==> src/tmsx_pkg.sv <==
// ----------------------------------------------------------------------------
// tmsx_pkg
// shared types and constants for the trie maximum subarray xor block
// ----------------------------------------------------------------------------
`default_nettype none

package tmsx_pkg;

    // width of the element and best_xor fields on the stream ports
    localparam int DATA_W = 32;

    // controller states
    typedef enum logic [3:0] {
        S_BOOT,
        S_BOOT_INS,
        S_IDLE,
        S_CLEAR,
        S_INS_ZERO,
        S_PREFIX,
        S_QUERY,
        S_BEST,
        S_INSERT,
        S_DONE
    } state_t;

    // commands from controller to datapath, at most one per cycle
    typedef struct packed {
        logic accept;     // latch element and start flag, clear full flag
        logic clear;      // empty trie, zero prefix and maximum, set up zero insert
        logic prefix;     // fold element into prefix, set up query walk
        logic qry_step;   // one query level
        logic best;       // update running maximum, set up insert walk
        logic ins_step;   // one insert level
        logic load_out;   // move result into output register
    } cmd_t;

    // status from datapath to controller
    typedef struct packed {
        logic ins_last;   // this insert step ends the insert
        logic qry_last;   // this query step ends the query
        logic start;      // latched start flag of the current item
        logic out_free;   // output register can take a result this cycle
    } sts_t;

endpackage

`default_nettype wire

==> src/tmsx_ctrl.sv <==
// ----------------------------------------------------------------------------
// tmsx_ctrl
// sequencer that steps the datapath through clear, query and insert walks
// ----------------------------------------------------------------------------
`default_nettype none

module tmsx_ctrl (
    input  wire logic          clk,
    input  wire logic          rst_n,
    input  wire logic          in_valid,
    output logic               in_ready,
    input  wire tmsx_pkg::sts_t sts,
    output tmsx_pkg::cmd_t     cmd
);

    tmsx_pkg::state_t state_reg;
    tmsx_pkg::state_t state_next;

    always_ff @(posedge clk or negedge rst_n)
    begin
        if (!rst_n)
        begin
            state_reg <= tmsx_pkg::S_BOOT;
        end
        else
        begin
            state_reg <= state_next;
        end
    end

    // next state
    always_comb
    begin
        state_next = state_reg;
        case (state_reg)
            tmsx_pkg::S_BOOT:     state_next = tmsx_pkg::S_BOOT_INS;
            tmsx_pkg::S_BOOT_INS:
            begin
                if (sts.ins_last)
                begin
                    state_next = tmsx_pkg::S_IDLE;
                end
            end
            tmsx_pkg::S_IDLE:
            begin
                if (in_valid)
                begin
                    state_next = tmsx_pkg::S_CLEAR;
                end
            end
            tmsx_pkg::S_CLEAR:
            begin
                state_next = sts.start ? tmsx_pkg::S_INS_ZERO : tmsx_pkg::S_PREFIX;
            end
            tmsx_pkg::S_INS_ZERO:
            begin
                if (sts.ins_last)
                begin
                    state_next = tmsx_pkg::S_PREFIX;
                end
            end
            tmsx_pkg::S_PREFIX:   state_next = tmsx_pkg::S_QUERY;
            tmsx_pkg::S_QUERY:
            begin
                if (sts.qry_last)
                begin
                    state_next = tmsx_pkg::S_BEST;
                end
            end
            tmsx_pkg::S_BEST:     state_next = tmsx_pkg::S_INSERT;
            tmsx_pkg::S_INSERT:
            begin
                if (sts.ins_last)
                begin
                    state_next = tmsx_pkg::S_DONE;
                end
            end
            tmsx_pkg::S_DONE:
            begin
                if (sts.out_free)
                begin
                    state_next = tmsx_pkg::S_IDLE;
                end
            end
            default:              state_next = tmsx_pkg::S_BOOT;
        endcase
    end

    // outputs
    always_comb
    begin
        cmd      = '0;
        in_ready = 1'b0;
        case (state_reg)
            tmsx_pkg::S_BOOT:     cmd.clear = 1'b1;
            tmsx_pkg::S_BOOT_INS: cmd.ins_step = 1'b1;
            tmsx_pkg::S_IDLE:
            begin
                in_ready   = 1'b1;
                cmd.accept = in_valid;
            end
            // the clear state only does work on a start item
            tmsx_pkg::S_CLEAR:    cmd.clear = sts.start;
            tmsx_pkg::S_INS_ZERO: cmd.ins_step = 1'b1;
            tmsx_pkg::S_PREFIX:   cmd.prefix = 1'b1;
            tmsx_pkg::S_QUERY:    cmd.qry_step = 1'b1;
            tmsx_pkg::S_BEST:     cmd.best = 1'b1;
            tmsx_pkg::S_INSERT:   cmd.ins_step = 1'b1;
            tmsx_pkg::S_DONE:     cmd.load_out = sts.out_free;
            default:              cmd = '0;
        endcase
    end

endmodule

`default_nettype wire

==> config.mk <==
export PLATFORM = sky130hd
export DESIGN_NAME = tmsx_ctrl
export DESIGN_NICKNAME = d
export VERILOG_FILES = /design/src/tmsx_pkg.sv /design/src/tmsx_ctrl.sv
export SDC_FILE = /design/constraint.sdc
export NUM_CORES = 1
export LEC_CHECK = 0
export ABC_CLOCK_PERIOD_IN_PS = 1500
export BUFFER_PORTS_ARGS = -buffer_cell sky130_fd_sc_hd__buf_4
export CAP_MARGIN = 25
export CORE_AREA = 2 2 39 41
export CTS_CLUSTER_SIZE = 20
export DETAILED_ROUTE_END_ITERATION = 7
export DIE_AREA = 0 0 41 43
export HOLD_SLACK_MARGIN = 0.08
export SLEW_MARGIN = 10
export SYNTH_ARGS = -nofsm -noshare
export SYNTH_HDL_FRONTEND = slang
export SYNTH_SLANG_ARGS = --single-unit
==> constraint.sdc <==
create_clock -name clk -period 1.5 [get_ports clk]
set_clock_uncertainty 0.15 [all_clocks]
set_input_delay 0.3 -clock clk [delete_from_list [all_inputs] [get_ports clk]]
set_output_delay 0.3 -clock clk [all_outputs]
set_load 0.02 [all_outputs]
* Yosys cells after proc, flatten, opt, wreduce, memory -nomap -nowiden *
Index checks and enable logic that the tools add are counted.

cells by class
  add/subtract/negate cells = 0
  multiply operators = 0
  div/mod/pow operators = 0
  magnitude comparators = 0
  equal/unequal tests = 15
  shift operators = 0
  multiplexer cells = 16
  bitwise gates (word level) = 0
  reduce and logical (&&, ||, !) cells = 3

operators with widths
  operator            number
  $pmux 4 s10         1
  $mux 4              6
  $eq 4x3->1 const B  4
  $ne 2x2->1 const B  6
  $eq 4x2->1 const B  2
  $eq 4x4->1 const B  2
  $mux 1              8
  $reduce_and 6->1    1
  $eq 4x1->1 const B  1
  $logic_not 4->1     1
  $reduce_or 3->1     1
  $pmux 1 s2          1

word-level totals
  register bits = 4
  latch bits = 0
  bits in writable memories = 0
  bits in read-only memories = 0
  bits of input ports = 7
  output and inout bits = 8
  logic and storage cells = 35
  memories kept = 0

* Logic depth before layout (Yosys ltp) *
Gate-level depths: netlist of run 1.

  depth after elaboration = 3
  mapped depth = 5
  depth with buffers taken out = 4

* Worst setup path before layout of run 1 *
OpenSTA, ideal clock, no wires.

  path kind = register to output
  from = reg state_reg[3]
  to = out cmd[6] (netlist name)
  arrival time = 1.679 ns
  required time = 1.050 ns
  slack = -0.629 ns
  stages on the path, launching flop included = 4
  buffers on the path = 1
  cells stage by stage = dfrtp_1 -> buf_6 -> nor4b_1 -> and2_1

RTL lines
  what                      RTL line         source
  start: declaration        tmsx_ctrl.sv:16  tmsx_pkg::state_t state_reg;
  start signal: assignment  tmsx_ctrl.sv:23  state_reg <= tmsx_pkg::S_BOOT;
  start signal: assignment  tmsx_ctrl.sv:27  state_reg <= state_next;
  end: declaration          tmsx_ctrl.sv:13  output tmsx_pkg::cmd_t cmd

==> impl_metrics.tcl, run 1 <==
set metrics [dict create \
    status "finished with violations" \
    violations "negative setup slack" \
    rr_worst_depth 6 \
    dp_hpwl_microns 745 \
    timing.setup.tns_ps -2040 \
    min_to "state_reg[3]" \
    start_util 0.292 \
    crit_arrival_ps 1320 \
    syn_nets 54 \
    worstSkewPairLatency_ps 240 \
    antenna_found_initial 0 \
    dp_cells 86 \
    p_switching_mw 0.693 \
    yosys_register_bits 4 \
    leakagePower_nw 0.352 \
    syn_inst 47 \
    crit_family "simple AND/OR/NAND/NOR gates" \
    grtUsageMet1 0.179 \
    setup_viol 9 \
    combPwrFrac 0.754 \
    hold_violations 0 \
    p_int_mw 0.969 \
    vias_per_cell 4.78 \
    top_usage_layer "met2" \
    rows 14 \
    ctsRootBufferMaster "clkbuf_4" \
    critPathKind "register to primary output" \
    fin_cells 94 \
    powerDensity_nw_per_um2 2270 \
    largest_reg_flops 4 \
    cts_sinks 4 \
    max_freq_mhz 564 \
    crit_slowest_cell "dfrtp_1" \
    synthesis.area_sq_um 404 \
    tritoncts "done" \
    drc_errors 0 \
    wl_mm 1.07 \
    crit_path_end_kind "primary output" \
    hp-class "input pin to register" \
    ios 15 \
    worst_path_most_repeated_cell "buf_6" \
    drive_gt1_frac 0.641 \
    crit_start "state_reg[3]" \
    grt_pass1_wl_mm 1.80 \
    max_stage_delay_ps 400 \
    power.clock.fraction 0.082 \
    wire_per_inst_microns 11.4 \
    postRouteAntennaNets 0 \
    r2r-end "state_reg[0]" \
    core_area_sq_um 1380 \
    min_path_cells 4 \
    fin_area_sq_um 731 \
    path_cells "buf_6, nor4b_4, and2_4, buf_6" \
    hold-worst-slack_ps 200 \
    worst_slack_ps -273 \
    grt_use_met3 0.0209 \
    track_usage 0.155 \
    place_congestion 0.766 \
    placed_area_sq_um 607 \
    num_antenna_cells 0 \
    seqPwrFrac 0.164 \
    nNetsFinal 87 \
    maxSlewViolCount 0 \
    yosysWarnings 0 \
    port-buffer-count 14 \
    worst_r2r_startpoint "state_reg[3]" \
    min_period_ps 1770 \
    htree_levels 1 \
    required_ps 1050 \
    path_buf_inv 2 \
    rsz0062_at_grt "true" \
    path_clk_slew_ps 40 \
    seq_area_frac_synth 0.248 \
    fp.dieArea_sq_um 1760 \
    start_kind "register" \
    synth_cell_types 27 \
    syn_to_final_growth_pct 80.8 \
    syn_avg_cell_area_sq_um 8.60 \
    die_w_microns 41 \
    grt_overflow 0 \
    hp-start "sts[0]" \
    die_h_microns 43 \
    drt_pre_antenna_iters 4 \
    p_sw_frac 0.417 \
    grt_max_degree 9 \
    maxSlewHeadroom 0.787 \
    cts_buffer_depth 2 \
    cts_buffers 3 \
    grt_util_met2 0.241 \
    max-vdd-ir-drop_uv 1140 \
    drt_iter0_drc 2 \
    cap_violations 0 \
    rrSetupSlack_ps -140 \
    period_share 1.18 \
    first_global_vias 419 \
    via_count 449 \
    path_max_fanout 4 \
    tightest_slew_ps 319 \
]
-- final cells by class --
| class | count | area [sq um] |
|---|---|---|
| Fill cell | 135 | 653 |
| Clock buffer | 3 | 22.5 |
| Sequential cell | 4 | 104 |
| Inverter | 1 | 3.75 |
| Tap cell | 16 | 20.0 |
| Timing Repair Buffer | 32 | 273 |
| Multi-Input combinational cell | 38 | 308 |
-- synth_stat cells --
master	instances	area, sq um
a21o_2	1	8.76
buf_6	2	22.5
buf_4	1	7.51
and4b_1	1	10.0
mux2_4	1	15.0
and2_1	1	6.26
a21oi_1	1	5.00
dfrtp_1	4	100
a21oi_2	1	8.76
a31oi_1	1	6.26
nor4b_2	1	15.0
nor2_1	8	30.0
nor4b_1	2	17.5
o21bai_1	1	7.51
xor2_1	1	8.76
mux2i_1	2	20.0
and2b_2	2	17.5
o311ai_0	1	8.76
nand2_1	5	18.8
nor3_1	1	5.00
and3_1	2	12.5
inv_1	1	3.75
o21ai_0	2	10.0
clkbuf_8	1	13.8
and3b_1	1	8.76
xnor2_1	1	8.76
a211oi_1	1	7.51
-- stage by stage --
stage / power, mW / util / worst slack [ps]
finish: 1.66 / 0.528 / -273
global route: 1.80 / 0.528 / -346
global placement: 1.34 / 0.439 / -44.6
CTS: 1.62 / 0.512 / -276
detailed placement: 1.34 / 0.439 / -59.9
floorplan: 0.970 / - / -139
-- cells in the final DEF (no fill, tap or decap), drive strengths merged, types with 2 or more instances in the layout --
master,Yosys,layout
nand2,5,5
dfrtp,4,4
buf,3,31
nor4b,3,3
and2b,2,2
clkbuf,1,3
a21oi,2,2
nor2,8,8
and3,2,2
mux2i,2,2
o21ai,2,2
-- routing by layer --
metal	part of all wire	wire [microns]
met1	0.41	437
met2	0.52	552
met3	0.073	78
met4	0	0
met5	0	0
-- worst max path at each step --
stage	end	slack (ps)	depth (start not counted)
finish	cmd[6]	-270	4
global route	cmd[6]	-350	4
CTS	cmd[6]	-280	4
detailed placement	cmd[6]	-60	4
global placement	state_reg[0]	-40	5
floorplan	cmd[6]	-140	3
-- power by group through the flow --
stage	clock (mW)	combinational, mW	sequential, mW
6_report	0.137	1.25	0.272
2_1_floorplan	0	0.746	0.224
4_1_cts	0.144	1.21	0.267
5_1_grt	0.155	1.36	0.290
3_3_place_gp	0	1.08	0.259
3_5_place_dp	0	1.08	0.260
-- worst min-delay path: cells and delay by family --
kind            cells  cell delay, ps
compound gates      1              50
buf+inv             1              90
simple gates        2             100
-- logic make-up after synthesis --
logic type	synth area share
buffers and inverters	0.118
AO/OA/AOI/OAI	0.155
multiplexers	0.0867
XOR/XNOR	0.0434
flip-flops	0.248
AND/OR/NAND/NOR	0.350
-- repair_timing --
action                                  CTS  global route
hold buffers                              1             0
pin swaps                                 4             2
endpoints found under the setup margin    9            10
endpoints found under the hold margin     4             0
gates resized for setup                  12             4
buffers inserted                          3             1
No activity file was read; power rests on OpenSTA's default activity.
==> run 2, diff against run 1 <==
Settings changed: REMOVE_ABC_BUFFERS set to 1.
==> impl_metrics.tcl, run 2 (same netlist as run 1, synthesis figures left out) <==
set metrics [dict create \
    via_count 455 \
    tightest_slew_ps 336 \
    core_area_sq_um 1380 \
    worst_slack_ps -266 \
    crit_arrival_ps 1320 \
    path_clk_slew_ps 40 \
    seq_area_sq_um 103 \
    track_usage 0.158 \
    wl_mm 1.17 \
    rsz0062_at_grt "true" \
    port-buffer-count 14 \
    period_share 1.18 \
    worst_r2r_startpoint "state_reg[0]" \
    leakagePower_nw 0.367 \
    crit_path_end_kind "primary output" \
    most-common-layout-cells "26 x buf_4, 7 x buf_6, 6 x nor2_1" \
    hp-start "sts[0]" \
    critPathKind "register to primary output" \
    layout_commonest_cell "buf_4" \
    drt_pre_antenna_iters 2 \
    vias_per_cell 4.74 \
    crit_start "state_reg[3]" \
    required_ps 1050 \
    rows 14 \
    dp_hpwl_microns 740 \
    die_h_microns 43 \
    postRouteAntennaNets 0 \
    grt_pass1_wl_mm 1.97 \
    ios 15 \
    path_max_fanout 5 \
    violations "negative setup slack" \
    ctsRootBufferMaster "clkbuf_4" \
    nNetsFinal 89 \
    fp.dieArea_sq_um 1760 \
    max-vdd-ir-drop_uv 746 \
    num_antenna_cells 0 \
    grt_util_met2 0.250 \
    hold_violations 0 \
    power_mw 1.76 \
    min_period_ps 1770 \
    first_global_vias 455 \
    maxSlewViolCount 0 \
    htree_levels 1 \
    place_congestion 0.749 \
    drive_gt1_frac 0.663 \
    cts_sinks 4 \
    drc_errors 0 \
    drt_iter0_drc 1 \
    n_fill_cell 127 \
    die_w_microns 41 \
    grt_overflow 0 \
    tritoncts "done" \
    antenna_found_initial 0 \
    setup_viol 9 \
    worstSkewPairLatency_ps 230 \
    start_util 0.292 \
    grt_use_met3 0.0157 \
    status "finished with violations" \
    top_usage_layer "met2" \
    cts_buffer_depth 2 \
    wire_per_inst_microns 12.2 \
    cts_buffers 3 \
    timing.setup.tns_ps -1680 \
    grt_max_degree 9 \
    hp-class "input pin to register" \
    maxSlewHeadroom 0.775 \
    syn_to_final_growth_pct 86.4 \
    powerDensity_nw_per_um2 2340 \
    max_freq_mhz 566 \
    largest_reg_flops 4 \
    multi_input_area_sq_um 320 \
    grtUsageMet1 0.219 \
    cap_violations 0 \
    start_kind "register" \
]
## run 2: changes by cell type in the layout (fill, tap and decap cells not counted), sizes merged
cell  delta
buf      +2
## run 2: report_power, final
| group | internal, mW | total [mW] | leakage [nW] | switching [mW] |
|---|---|---|---|---|
| registers | 0.169 | 0.236 | 0.0470 | 0.0672 |
| logic | 0.763 | 1.39 | 0.306 | 0.629 |
| clock network | 0.0895 | 0.134 | 0.0138 | 0.0445 |
| total | 1.02 | 1.76 | 0.367 | 0.740 |
## run 2: worst paths after layout
check | endpoint | slack [ps] | cells past startpoint
min in group asynchronous | state_reg[1] | 260 | 2
min reg2reg | state_reg[0] | 470 | 2
min | state_reg[3] | 200 | 4
max reg2reg | state_reg[0] | -220 | 6
max in group asynchronous | state_reg[3] | 830 | 2
max | cmd[0] | -270 | 4
## run 2: layout make-up
class,count,area share
inverters,1,0.00498
clock buffers,3,0.0299
repair buffers,34,0.377
flip-flops and latches,4,0.136
multi-input cells,38,0.425
well taps,16,0.0266
## run 2: worst max-delay path: stages (launching register included)
cell and delay, ps:
dfrtp_2 430, buf_4 150, and2b_2 190, and4b_1 180, buf_6 130
## run 2: layer usage
metal,vias to the layer above,part of all wire
met1,208,0.45
met5,-,0
li1,235,-
met3,2,0.037
met4,0,0.015
met2,10,0.49
## run 2: what timing repair did
action | CTS | global route
pin swaps | 6 | 2
hold buffers | 1 | 0
setup endpoints to repair | 9 | 10
gates resized for setup | 17 | 5
endpoints found under the hold margin | 4 | 0
cloned | 0 | 0
setup buffers | 9 | 2
## run 2: metrics by stage
step	area, sq um	worst slack (ps)	utilization	hold WS, ps	std cells
3_3_place_gp	561	-135	0.405	-52.4	83
2_1_floorplan	360	-645	-	-146	43
5_1_grt	753	-327	0.544	236	96
3_5_place_dp	561	-147	0.405	-51.1	83
4_1_cts	729	-248	0.527	197	96
6_report	753	-266	0.544	201	96
==> run 3, diff against run 2 <==
Settings changed: BUFFER_PORTS_ARGS -buffer_cell sky130_fd_sc_hd__buf_4 to not set, DONT_BUFFER_PORTS set to 1, SLEW_MARGIN 10 to not set.
==> impl_metrics.tcl, run 3 (same netlist as run 1, synthesis figures left out) <==
set metrics [dict create \
    cts_buffer_depth 2 \
    final_util 0.476 \
    start_util 0.292 \
    p_int_mw 0.954 \
    num_antenna_cells 0 \
    hold_violations 0 \
    cts_buffers 3 \
    drive_gt1_frac 0.638 \
    path_max_fanout 8 \
    min_path_cells 3 \
    r2r-end "state_reg[0]" \
    ios 15 \
    p_switching_mw 0.708 \
    wl_mm 1.11 \
    tritoncts "done" \
    worst_r2r_startpoint "state_reg[3]" \
    die_w_microns 41 \
    largest_reg_flops 4 \
    grt_pass1_wl_mm 1.63 \
    hp-class "input pin to register" \
    powerDensity_nw_per_um2 2520 \
    hold-worst-slack_ps 116 \
    cap_violations 0 \
    maxSlewHeadroom 0.782 \
    layout_commonest_cell "buf_4" \
    crit_arrival_ps 1300 \
    hp-start "sts[0]" \
    rr_worst_depth 6 \
    seqPwrFrac 0.140 \
    drc_errors 0 \
    grtUsageMet1 0.141 \
    rsz0062_at_grt "true" \
    path_cells "buf_6, and3_1, nor2_1, nor3_2, buf_4" \
    port-buffer-count 0 \
    wire_per_inst_microns 13.0 \
    critPathKind "register to primary output" \
    worst_slack_ps -254 \
    track_usage 0.138 \
    worstSkewPairLatency_ps 240 \
    nNetsFinal 78 \
    setup_viol 9 \
    rows 14 \
    violations "negative setup slack" \
    htree_levels 1 \
    place_congestion 0.735 \
    top_usage_layer "met2" \
    leakagePower_nw 0.309 \
    grt_use_met3 0.0419 \
    min_period_ps 1750 \
    combPwrFrac 0.777 \
    min_to "state_reg[3]" \
    tightest_slew_ps 323 \
    power.clock.fraction 0.083 \
    required_ps 1050 \
    start_kind "register" \
    via_count 430 \
    grt_overflow 0 \
    rrSetupSlack_ps -150 \
    first_global_vias 392 \
    most-common-layout-cells "18 x buf_4, 7 x nor2_1, 4 x nand2_1, 4 x buf_6, 3 x clkbuf_4" \
    max-vdd-ir-drop_uv 895 \
    dp_hpwl_microns 745 \
    cts_sinks 4 \
    vias_per_cell 5.06 \
    p_sw_frac 0.426 \
    antenna_found_initial 0 \
    drt_pre_antenna_iters 4 \
    die_h_microns 43 \
    max_freq_mhz 570 \
    crit_slowest_cell "dfrtp_1" \
    fp.dieArea_sq_um 1760 \
    path_clk_slew_ps 40 \
    core_area_sq_um 1380 \
    crit_path_end_kind "primary output" \
    max_stage_delay_ps 410 \
    grt_util_met2 0.228 \
    status "finished with violations" \
    grt_max_degree 9 \
    maxSlewViolCount 0 \
    drt_iter0_drc 5 \
    syn_to_final_growth_pct 63.2 \
    postRouteAntennaNets 0 \
    period_share 1.17 \
    ctsRootBufferMaster "clkbuf_4" \
]
==> run 3: layer usage <==
metal | up-vias | share of wire | wire, microns
li1 | 213 | - | -
met1 | 205 | 0.38 | 424
met2 | 12 | 0.56 | 617
met3 | 0 | 0.060 | 67
met4 | 0 | 0 | 0
met5 | - | 0 | 0
==> run 3: how the worst max path moves through the flow <==
stage / slack [ps] / endpoint / cells past startpoint / start
2_1_floorplan: -640 / cmd[6] / 2 / state_reg[0]
3_5_place_dp: -70 / state_reg[0] / 5 / state_reg[3]
4_1_cts: -250 / cmd[6] / 2 / state_reg[3]
3_3_place_gp: -50 / state_reg[0] / 5 / state_reg[3]
5_1_grt: -310 / cmd[1] / 6 / state_reg[3]
6_report: -250 / cmd[5] / 5 / state_reg[0]
==> run 3: cell type report <==
type | count | area (sq um)
Clock buffer | 3 | 22.5
Tap cell | 16 | 20.0
Inverter | 1 | 3.75
Multi-Input combinational cell | 38 | 320
Sequential cell | 4 | 103
Fill cell | 136 | 724
Timing Repair Buffer | 23 | 190
==> run 3: power groups by stage <==
stage	Combinational (mW)	Sequential, mW	Clock [mW]
CTS	1.18	0.222	0.144
floorplan	0.504	0.297	0
detailed placement	1.01	0.215	0
global placement	1.01	0.210	0
global route	1.39	0.241	0.146
finish	1.29	0.233	0.138
==> run 3: worst max-delay path: cells and delay by family, from the launching register on <==
kind	cells	cell delay, ps
buffers and inverters	2	310
AND/OR/NAND/NOR	3	340
flip-flops	1	410
==> run 3: timing repair <==
item | CTS | global route
gates cloned | 0 | 0
pin swaps | 5 | 2
gates resized for setup | 13 | 8
hold buffers | 1 | 0
buffers inserted | 3 | 3
endpoints found under the setup margin | 10 | 10
endpoints found under the hold margin | 4 | 0
==> run 3: through the flow <==
stage          power [mW]  setup TNS [ps]  std cells  setup WS, ps  instance area [sq um]
2_1_floorplan       0.801           -1220         43          -645                    360
3_3_place_gp         1.22           -45.3         75         -45.3                    500
3_5_place_dp         1.23           -93.1         75         -69.9                    500
4_1_cts              1.54           -1790         82          -255                    608
5_1_grt              1.78           -2210         85          -315                    659
6_report             1.66           -1630         85          -254                    659
